--- src/design/fps_pkg.sv ---
// Shared types and constants for the FCFS process scheduler.
// No dependencies; used by fps_scan and fcfs_process_scheduler_top.
`default_nettype none

package fps_pkg;

    localparam int DATA_W    = 16;   // arrival and burst fields
    localparam int TIME_W    = 32;   // wrapping time counter
    localparam int IDX_OUT_W = 4;    // index fields on the result ports

    localparam logic KIND_LOAD = 1'b0;
    localparam logic KIND_TICK = 1'b1;

    // Per-cycle control from the sequencer to the scan unit
    typedef struct packed {
        logic clear;       // drop results of the previous scan
        logic eval;        // read data of one entry is valid this cycle
        logic need_pick;   // processor is free, look for a ready entry
    } scan_ctrl_t;

endpackage

`default_nettype wire

--- src/design/fps_ram.sv ---
// Generic single-write, single-read synchronous RAM with registered read.
// No dependencies.
`default_nettype none

module fps_ram #(
    parameter int WIDTH = 32,
    parameter int DEPTH = 16
) (
    input  wire logic                     clk,
    input  wire logic                     we,
    input  wire logic [$clog2(DEPTH)-1:0] waddr,
    input  wire logic [WIDTH-1:0]         wdata,
    input  wire logic                     re,
    input  wire logic [$clog2(DEPTH)-1:0] raddr,
    output logic      [WIDTH-1:0]         rdata
);

    logic [WIDTH-1:0] mem [DEPTH];

    always_ff @(posedge clk)
    begin
        if (we)
        begin
            mem[waddr] <= wdata;
        end
        if (re)
        begin
            rdata <= mem[raddr];
        end
    end

endmodule

`default_nettype wire

--- src/design/fps_scan.sv ---
// Scan unit: walks table read data one entry per cycle and keeps the
// lowest arrival match and the lowest ready entry. Depends on fps_pkg.
`default_nettype none

module fps_scan #(
    parameter int IDX_W = 4
) (
    input  wire logic                       clk,
    input  wire logic                       rst_n,
    input  wire fps_pkg::scan_ctrl_t        ctrl,
    input  wire logic [IDX_W-1:0]           idx,
    input  wire logic [fps_pkg::DATA_W-1:0] arrival,
    input  wire logic                       finished,
    input  wire logic [fps_pkg::TIME_W-1:0] now,
    output logic                            arr_found,
    output logic      [IDX_W-1:0]           arr_idx,
    output logic                            pick_found,
    output logic      [IDX_W-1:0]           pick_idx
);

    logic [fps_pkg::TIME_W-1:0] arrival_ext;
    logic                       arr_hit;
    logic                       pick_hit;

    assign arrival_ext = fps_pkg::TIME_W'(arrival);
    assign arr_hit     = !arr_found && (arrival_ext == now);
    assign pick_hit    = ctrl.need_pick && !pick_found && !finished && (arrival_ext <= now);

    always_ff @(posedge clk or negedge rst_n)
    begin
        if (!rst_n)
        begin
            arr_found  <= 1'b0;
            pick_found <= 1'b0;
        end
        else if (ctrl.clear)
        begin
            arr_found  <= 1'b0;
            pick_found <= 1'b0;
        end
        else if (ctrl.eval)
        begin
            if (arr_hit)
            begin
                arr_found <= 1'b1;
            end
            if (pick_hit)
            begin
                pick_found <= 1'b1;
            end
        end
    end

    always_ff @(posedge clk)
    begin
        if (ctrl.eval && arr_hit)
        begin
            arr_idx <= idx;
        end
        if (ctrl.eval && pick_hit)
        begin
            pick_idx <= idx;
        end
    end

endmodule

`default_nettype wire

--- src/design/fcfs_process_scheduler_top.sv ---
// Top level of the FCFS process scheduler: sequencer, entry table RAM,
// finished flags and scan unit. Depends on fps_pkg, fps_ram, fps_scan.
//
//  channel   handshake                 payload
//  -------   ------------------------  ------------------------------------
//  command   start / busy              kind, arrival_time, burst_length
//  result    done (one-cycle strobe)   load_rejected, timestep, ticked_*,
//                                      remaining_after, arrived_*,
//                                      completed_*, running_*, all_done
//
// A beat is taken when start is high and busy is low; done marks its result
// for one cycle, starting as busy drops, and a new beat can be taken then.
// A load passes S_FINISH only; a tick passes S_SERVE if an entry is running,
// then S_SCAN (one entry read per cycle over all entries), then S_FINISH.
// Reset clears the control state; the table RAM needs no clearing.
// The receiver cannot stall: done is never held off.
`default_nettype none

module fcfs_process_scheduler_top #(
    parameter int MAX_ENTRIES = 16
) (
    input  wire logic        clk,
    input  wire logic        rst_n,
    input  wire logic        start,
    output logic             busy,
    input  wire logic        kind,
    input  wire logic [15:0] arrival_time,
    input  wire logic [15:0] burst_length,
    output logic             done,
    output logic             load_rejected,
    output logic      [31:0] timestep,
    output logic             ticked_valid,
    output logic      [3:0]  ticked_index,
    output logic      [15:0] remaining_after,
    output logic             arrived_valid,
    output logic      [3:0]  arrived_index,
    output logic             completed_valid,
    output logic      [3:0]  completed_index,
    output logic             running_valid,
    output logic      [3:0]  running_index,
    output logic             all_done
);

    localparam int IDX_W   = $clog2(MAX_ENTRIES);
    localparam int CNT_W   = $clog2(MAX_ENTRIES + 1);
    localparam int DATA_W  = fps_pkg::DATA_W;
    localparam int TIME_W  = fps_pkg::TIME_W;
    localparam int OUT_W   = fps_pkg::IDX_OUT_W;
    localparam int WORD_W  = 2 * DATA_W;

    typedef enum logic [1:0] {
        S_IDLE,
        S_SERVE,
        S_SCAN,
        S_FINISH
    } state_t;

    state_t               state_reg;
    logic [CNT_W-1:0]     count_reg;
    logic [CNT_W-1:0]     fin_cnt_reg;
    logic [MAX_ENTRIES-1:0] fin_flags_reg;
    logic [TIME_W-1:0]    time_reg;
    logic                 run_flag_reg;
    logic [IDX_W-1:0]     run_slot_reg;
    logic                 kind_reg;
    logic [CNT_W-1:0]     scan_addr_reg;
    logic                 pend_valid_reg;
    logic [IDX_W-1:0]     pend_idx_reg;

    logic                 done_reg;
    logic                 load_rejected_reg;
    logic [TIME_W-1:0]    timestep_reg;
    logic                 ticked_valid_reg;
    logic [OUT_W-1:0]     ticked_index_reg;
    logic [DATA_W-1:0]    remaining_after_reg;
    logic                 arrived_valid_reg;
    logic [OUT_W-1:0]     arrived_index_reg;
    logic                 completed_valid_reg;
    logic [OUT_W-1:0]     completed_index_reg;
    logic                 running_valid_reg;
    logic [OUT_W-1:0]     running_index_reg;
    logic                 all_done_reg;

    logic                 accept;
    logic                 table_full;
    logic                 scan_issue;
    logic                 ram_we;
    logic [IDX_W-1:0]     ram_waddr;
    logic [WORD_W-1:0]    ram_wdata;
    logic                 ram_re;
    logic [IDX_W-1:0]     ram_raddr;
    logic [WORD_W-1:0]    ram_rdata;
    logic [DATA_W-1:0]    rd_arrival;
    logic [DATA_W-1:0]    rd_remaining;
    logic [DATA_W-1:0]    rem_dec;

    fps_pkg::scan_ctrl_t  scan_ctrl;
    logic                 arr_found;
    logic [IDX_W-1:0]     arr_idx;
    logic                 pick_found;
    logic [IDX_W-1:0]     pick_idx;

    logic                 run_flag_next;
    logic [IDX_W-1:0]     run_slot_next;

    assign busy       = (state_reg != S_IDLE);
    assign accept     = start && !busy;
    assign table_full = (count_reg == CNT_W'(MAX_ENTRIES));
    assign scan_issue = (state_reg == S_SCAN) && (scan_addr_reg != count_reg);

    assign rd_arrival   = ram_rdata[WORD_W-1:DATA_W];
    assign rd_remaining = ram_rdata[DATA_W-1:0];
    assign rem_dec      = (rd_remaining == '0) ? '0 : rd_remaining - DATA_W'(1);

    // one write port: load appends, serve writes back the decremented entry
    always_comb
    begin
        ram_we    = 1'b0;
        ram_waddr = run_slot_reg;
        ram_wdata = {rd_arrival, rem_dec};
        if (accept && (kind == fps_pkg::KIND_LOAD) && !table_full)
        begin
            ram_we    = 1'b1;
            ram_waddr = count_reg[IDX_W-1:0];
            ram_wdata = {arrival_time, burst_length};
        end
        else if (state_reg == S_SERVE)
        begin
            ram_we = 1'b1;
        end
    end

    assign ram_re    = (accept && (kind == fps_pkg::KIND_TICK) && run_flag_reg) || scan_issue;
    assign ram_raddr = (state_reg == S_IDLE) ? run_slot_reg : scan_addr_reg[IDX_W-1:0];

    fps_ram #(
        .WIDTH (WORD_W),
        .DEPTH (MAX_ENTRIES)
    ) u_table (
        .clk   (clk),
        .we    (ram_we),
        .waddr (ram_waddr),
        .wdata (ram_wdata),
        .re    (ram_re),
        .raddr (ram_raddr),
        .rdata (ram_rdata)
    );

    assign scan_ctrl.clear     = accept;
    assign scan_ctrl.eval      = (state_reg == S_SCAN) && pend_valid_reg;
    assign scan_ctrl.need_pick = !run_flag_reg;

    fps_scan #(
        .IDX_W (IDX_W)
    ) u_scan (
        .clk        (clk),
        .rst_n      (rst_n),
        .ctrl       (scan_ctrl),
        .idx        (pend_idx_reg),
        .arrival    (rd_arrival),
        .finished   (fin_flags_reg[pend_idx_reg]),
        .now        (time_reg),
        .arr_found  (arr_found),
        .arr_idx    (arr_idx),
        .pick_found (pick_found),
        .pick_idx   (pick_idx)
    );

    // processor state as it stands after the close-out of this beat
    always_comb
    begin
        run_flag_next = run_flag_reg;
        run_slot_next = run_slot_reg;
        if ((kind_reg == fps_pkg::KIND_TICK) && !run_flag_reg && pick_found)
        begin
            run_flag_next = 1'b1;
            run_slot_next = pick_idx;
        end
    end

    always_ff @(posedge clk or negedge rst_n)
    begin
        if (!rst_n)
        begin
            state_reg           <= S_IDLE;
            count_reg           <= '0;
            fin_cnt_reg         <= '0;
            fin_flags_reg       <= '0;
            time_reg            <= '0;
            run_flag_reg        <= 1'b0;
            run_slot_reg        <= '0;
            kind_reg            <= fps_pkg::KIND_LOAD;
            scan_addr_reg       <= '0;
            pend_valid_reg      <= 1'b0;
            pend_idx_reg        <= '0;
            done_reg            <= 1'b0;
            load_rejected_reg   <= 1'b0;
            timestep_reg        <= '0;
            ticked_valid_reg    <= 1'b0;
            ticked_index_reg    <= '0;
            remaining_after_reg <= '0;
            arrived_valid_reg   <= 1'b0;
            arrived_index_reg   <= '0;
            completed_valid_reg <= 1'b0;
            completed_index_reg <= '0;
            running_valid_reg   <= 1'b0;
            running_index_reg   <= '0;
            all_done_reg        <= 1'b0;
        end
        else
        begin
            done_reg <= 1'b0;
            unique case (state_reg)
                S_IDLE:
                begin
                    if (accept)
                    begin
                        kind_reg            <= kind;
                        scan_addr_reg       <= '0;
                        pend_valid_reg      <= 1'b0;
                        load_rejected_reg   <= 1'b0;
                        ticked_valid_reg    <= 1'b0;
                        ticked_index_reg    <= '0;
                        remaining_after_reg <= '0;
                        completed_valid_reg <= 1'b0;
                        completed_index_reg <= '0;
                        if (kind == fps_pkg::KIND_LOAD)
                        begin
                            if (table_full)
                            begin
                                load_rejected_reg <= 1'b1;
                            end
                            else
                            begin
                                fin_flags_reg[count_reg[IDX_W-1:0]] <= 1'b0;
                                count_reg <= count_reg + CNT_W'(1);
                            end
                            state_reg <= S_FINISH;
                        end
                        else if (run_flag_reg)
                        begin
                            state_reg <= S_SERVE;
                        end
                        else
                        begin
                            state_reg <= S_SCAN;
                        end
                    end
                end
                S_SERVE:
                begin
                    ticked_valid_reg    <= 1'b1;
                    ticked_index_reg    <= OUT_W'(run_slot_reg);
                    remaining_after_reg <= rem_dec;
                    if (rem_dec == '0)
                    begin
                        fin_flags_reg[run_slot_reg] <= 1'b1;
                        fin_cnt_reg         <= fin_cnt_reg + CNT_W'(1);
                        completed_valid_reg <= 1'b1;
                        completed_index_reg <= OUT_W'(run_slot_reg);
                        run_flag_reg        <= 1'b0;
                        run_slot_reg        <= '0;
                    end
                    state_reg <= S_SCAN;
                end
                S_SCAN:
                begin
                    // read data of an issued entry comes back in the next cycle, with pend_valid and pend_idx
                    pend_valid_reg <= scan_issue;
                    pend_idx_reg   <= scan_addr_reg[IDX_W-1:0];
                    if (scan_issue)
                    begin
                        scan_addr_reg <= scan_addr_reg + CNT_W'(1);
                    end
                    else
                    begin
                        state_reg <= S_FINISH;
                    end
                end
                S_FINISH:
                begin
                    done_reg          <= 1'b1;
                    timestep_reg      <= time_reg;
                    arrived_valid_reg <= arr_found;
                    arrived_index_reg <= arr_found ? OUT_W'(arr_idx) : '0;
                    running_valid_reg <= run_flag_next;
                    running_index_reg <= run_flag_next ? OUT_W'(run_slot_next) : '0;
                    all_done_reg      <= (fin_cnt_reg == count_reg);
                    run_flag_reg      <= run_flag_next;
                    run_slot_reg      <= run_slot_next;
                    if (kind_reg == fps_pkg::KIND_TICK)
                    begin
                        time_reg <= time_reg + TIME_W'(1);
                    end
                    state_reg <= S_IDLE;
                end
                default:
                begin
                    state_reg <= S_IDLE;
                end
            endcase
        end
    end

    assign done            = done_reg;
    assign load_rejected   = load_rejected_reg;
    assign timestep        = timestep_reg;
    assign ticked_valid    = ticked_valid_reg;
    assign ticked_index    = ticked_index_reg;
    assign remaining_after = remaining_after_reg;
    assign arrived_valid   = arrived_valid_reg;
    assign arrived_index   = arrived_index_reg;
    assign completed_valid = completed_valid_reg;
    assign completed_index = completed_index_reg;
    assign running_valid   = running_valid_reg;
    assign running_index   = running_index_reg;
    assign all_done        = all_done_reg;

    // a result beat only follows the close-out state
    a_done_after_finish: assert property (@(posedge clk) disable iff (!rst_n)
        done |-> $past(state_reg == S_FINISH))
        else $error("done without close-out");

    a_fin_cnt_bound: assert property (@(posedge clk) disable iff (!rst_n)
        fin_cnt_reg <= count_reg)
        else $error("finished count exceeds entry count");

    // the running entry is always a loaded, unfinished entry
    a_running_live: assert property (@(posedge clk) disable iff (!rst_n)
        run_flag_reg |-> (CNT_W'(run_slot_reg) < count_reg) && !fin_flags_reg[run_slot_reg])
        else $error("running entry not live");

    a_completed_served: assert property (@(posedge clk) disable iff (!rst_n)
        (done && completed_valid) |->
            (ticked_valid && (remaining_after == '0) && (completed_index == ticked_index)))
        else $error("completion without served entry at zero");

endmodule

`default_nettype wire

--- config.mk ---
export PLATFORM = sky130hd
export DESIGN_NAME = fcfs_process_scheduler_top
export DESIGN_NICKNAME = d
export VERILOG_FILES = /design/src/design/fps_pkg.sv /design/src/design/fps_ram.sv /design/src/design/fps_scan.sv /design/src/design/fcfs_process_scheduler_top.sv
export SDC_FILE = /design/constraint.sdc
export NUM_CORES = 1
export LEC_CHECK = 0
export BUFFER_PORTS_ARGS = -buffer_cell sky130_fd_sc_hd__buf_2
export CAP_MARGIN = 20
export CORE_MARGIN = 1.5
export CORE_UTILIZATION = 25
export DETAILED_ROUTE_END_ITERATION = 10
export PLACE_DENSITY = 0.46
export SETUP_SLACK_MARGIN = 0.4
export SLEW_MARGIN = 20
export SYNTH_ARGS = -nofsm -noshare
export SYNTH_HDL_FRONTEND = slang
export SYNTH_SLANG_ARGS = --single-unit
--- constraint.sdc ---
create_clock -name clk -period 4.8 [get_ports clk]
set_input_delay 0.96 -clock clk [delete_from_list [all_inputs] [get_ports clk]]
set_output_delay 0.96 -clock clk [all_outputs]
set_load 0.01 [all_outputs]
==> impl_metrics.ini <==
[pwr]
fin_total_pwr_uw = 20700
irDropWorstVdd_mv = 0.296
power_frac_comb_pct = 27.9
power.leakage_uw = 0.0121
cell_internal_pwr_uw = 14000
sw_frac_of_total_pct = 32.5
power_density_nw_per_um2 = 603
clkPwrFrac_pct = 29.3
seq_power_share_pct = 42.8
power.switching_uw = 6720

[layout]
finalNonFillerCells = 3502
layout-drive-gt1-share_pct = 25.7
largest_register_ffs = 512
register_with_the_most_flip_flops = u_table.mem
fin_nets = 1990
layout.cell_area.non_filler_um2 = 34300
areaGrowthSynthToFinish_pct = 19.4
number_of_antenna_repair_diodes = 0
layout_filler_cell_count = 11300

[synthesis]
ys_seq_elements = 701
post_synth_main_area_contributors = sky130_fd_sc_hd__edfxtp_1, sky130_fd_sc_hd__dfrtp_1, sky130_fd_sc_hd__mux4_2
synthMostInstantiatedCell = sky130_fd_sc_hd__edfxtp_1
async_s_r_ff_share_synth_pct = 21.3
synth_top_area_cell = sky130_fd_sc_hd__edfxtp_1
synth.net_count = 1821
synth-edff-count = 552
synth_cells = 1757
yosys.cell_types.count = 60
synth_top_area_share_pct = 57.7
ys_warn_count = 0
avgSynthCellArea_um2 = 16.4
syn_area_um2 = 28700
yosysSeqAreaShare_pct = 70.6
netlist_top_cells_count = sky130_fd_sc_hd__edfxtp_1, sky130_fd_sc_hd__nand2_1, sky130_fd_sc_hd__dfrtp_1, sky130_fd_sc_hd__mux4_2, sky130_fd_sc_hd__clkbuf_1
synthFlopType = sky130_fd_sc_hd__edfxtp_1

[cts]
cts.reportedPaths.clkPinSlew_ns = 0.06
cts_root_buffer = sky130_fd_sc_hd__clkbuf_16
htreeDepth = 3
tritoncts_clock_tree = yes
postCtsSetupBuffers = 0
tritoncts.num_buffers = 78
cts.path.max_buffers = 3
post_cts_resized = 0
cts-hold-fix-buffers = 0
insertion_delay_ns = 0.64
num_clock_sinks = 701

[route]
detailedRoute.firstIterationViolations = 1144
drt-pass1-iter-count = 5
detail_route.vias_per_cell = 4.64
drcViolationCount = 0
vias = 16200
routed_wirelength_um = 78600
antenna_left = 0
post_drt_wl_per_cell_um = 22.5

[die]
io_pins = 108
coreArea_um2 = 114000
rows = 124
floorplan.die_area_um2 = 117000
initial_utilization_pct = 25.2
die_width_um = 342
chipHeight_um = 342

[critical_path]
worstSetupPathType = reg -> reg
required_time_of_the_critical_path_ns = 5.30
rrSetupSlack_ns = 0.82
critPathArrivalTime_ns = 4.48
crit_path_start_kind = register
critical_path.max_fanout = 38
end_kind = register

[timing]
worstMarginPinSlew_ns = 1.09
finClkSkew_ns = 0.0317
setup-violations-final = 0
finalCritPeriodShare_pct = 82.8
fmaxAchievable_ghz = 0.252
final_max_slew_viol_count = 0
timing.final.crit_period_ns = 3.98
final.setup.tns_ns = 0
grt_setup_unrepaired = false
timing_hold_violations_final = 0
slew_headroom_pct = 26.8

[global_route]
grtUsageMet3_pct = 2.12
grt_most_used_layer = met2
global_route.usage.met2_pct = 22.5
first_global_vias = 16900
grt_antenna_before_repair = 5
track_usage_pct = 13.4
gr-usage-met1_pct = 17.8
grt_remaining_overflow = 0
grt_first_pass_wirelength_um = 115000
grt_start_max_net_pins = 91

[hold_path]
hold_path.class = in -> async

[placed_design]
placement.io_buffers = 107
place_congestion = 0.777
placement.cell_area_um2 = 31700
place_inst = 3357
hpwl_um = 48600

[job]
max_cap_violations = 0

[outcome]
run_status = completed
final cells by class:
type	instances	area [um2]	share of cell area (%)
Sequential cell	701	20300	59.2
Multi-Input combinational cell	910	8060	23.5
Clock buffer	94	2060	6.01
Tap cell	1512	1890	5.51
Timing Repair Buffer	186	1270	3.70
Clock inverter	50	537	1.56
Inverter	49	184	0.536
layout by cell type, fill, tap and decap left out, drive strengths merged, types with 6 or more instances in the layout:
cell	n
a211oi	33
a21oi	20
a2bb2oi	13
a31oi	43
and2	40
buf	186
bufinv	9
clkbuf	94
clkinv	35
dfrtp	149
edfxtp	552
ha	28
inv	53
mux2	40
mux2i	12
mux4	133
nand2	196
nand3	37
nand4	16
nor2	68
nor2b	7
nor3	9
nor4	26
o211ai	6
o21ai	47
o31ai	9
or3	6
xnor2	41
xor2	21
worst max-delay path, stage by stage, from the launching register on:
cell	delay [ns]
sky130_fd_sc_hd__edfxtp_1	0.48
sky130_fd_sc_hd__nor4_1	0.81
sky130_fd_sc_hd__nand4_1	0.31
sky130_fd_sc_hd__xor2_1	0.56
sky130_fd_sc_hd__a41oi_2	0.18
sky130_fd_sc_hd__or4_4	0.79
sky130_fd_sc_hd__or2_2	0.41
sky130_fd_sc_hd__mux2_1	0.31
stage by stage:
step | util (%) | setup slack (ns) | hold WS [ns]
after CTS | 30.0 | 0.826 | 0.418
after floorplan | - | 0.924 | 0.458
final | 30.0 | 0.824 | 0.412
after global placement | 27.8 | 0.819 | 0.472
after detailed placement | 27.8 | 0.824 | 0.470
after global routing | 30.0 | 0.594 | 0.476
worst paths after layout:
check / from / endpoint / depth (start not counted)
hold reg to reg: u_scan.arr_idx[1] / arrived_index[1] / 2
min in group clk: u_scan.arr_idx[1] / arrived_index[1] / 2
max in group asynchronous: rst_n / remaining_after[5] / 2
setup reg to reg: u_table.rdata[0] / fin_cnt_reg[1] / 7
hold / removal: rst_n / timestep[17] / 1
setup / recovery: u_table.rdata[0] / fin_cnt_reg[1] / 7
cells by family after synthesis:
| family | synth area share [%] |
|---|---|
| DFF | 70.6 |
| adders and majority gates | 1.22 |
| AOI/OAI and AO/OA | 4.87 |
| buffers and inverters | 1.99 |
| xor gates and xnor gates | 1.89 |
| and+or+nand+nor | 6.97 |
| muxes | 12.4 |
routing by layer:
layer,vias to the layer above,part of all wire [%],routed length [um]
met2,434,49,38500
met5,-,0,0
met1,8569,44,34800
met3,108,4.6,3590
met4,0,2.3,1770
li1,7138,-,-
power groups by stage:
| stage | clock network, uW | logic, uW | registers (uW) |
|---|---|---|---|
| 4_1_cts | 6220 | 5870 | 8850 |
| 6_report | 6070 | 5770 | 8850 |
| 3_5_place_dp | 0 | 5860 | 8970 |
| 3_3_place_gp | 0 | 5750 | 8940 |
| 2_1_floorplan | 0 | 3670 | 8670 |
| 5_1_grt | 6450 | 6340 | 8920 |
No activity file was read; power rests on OpenSTA's default activity.
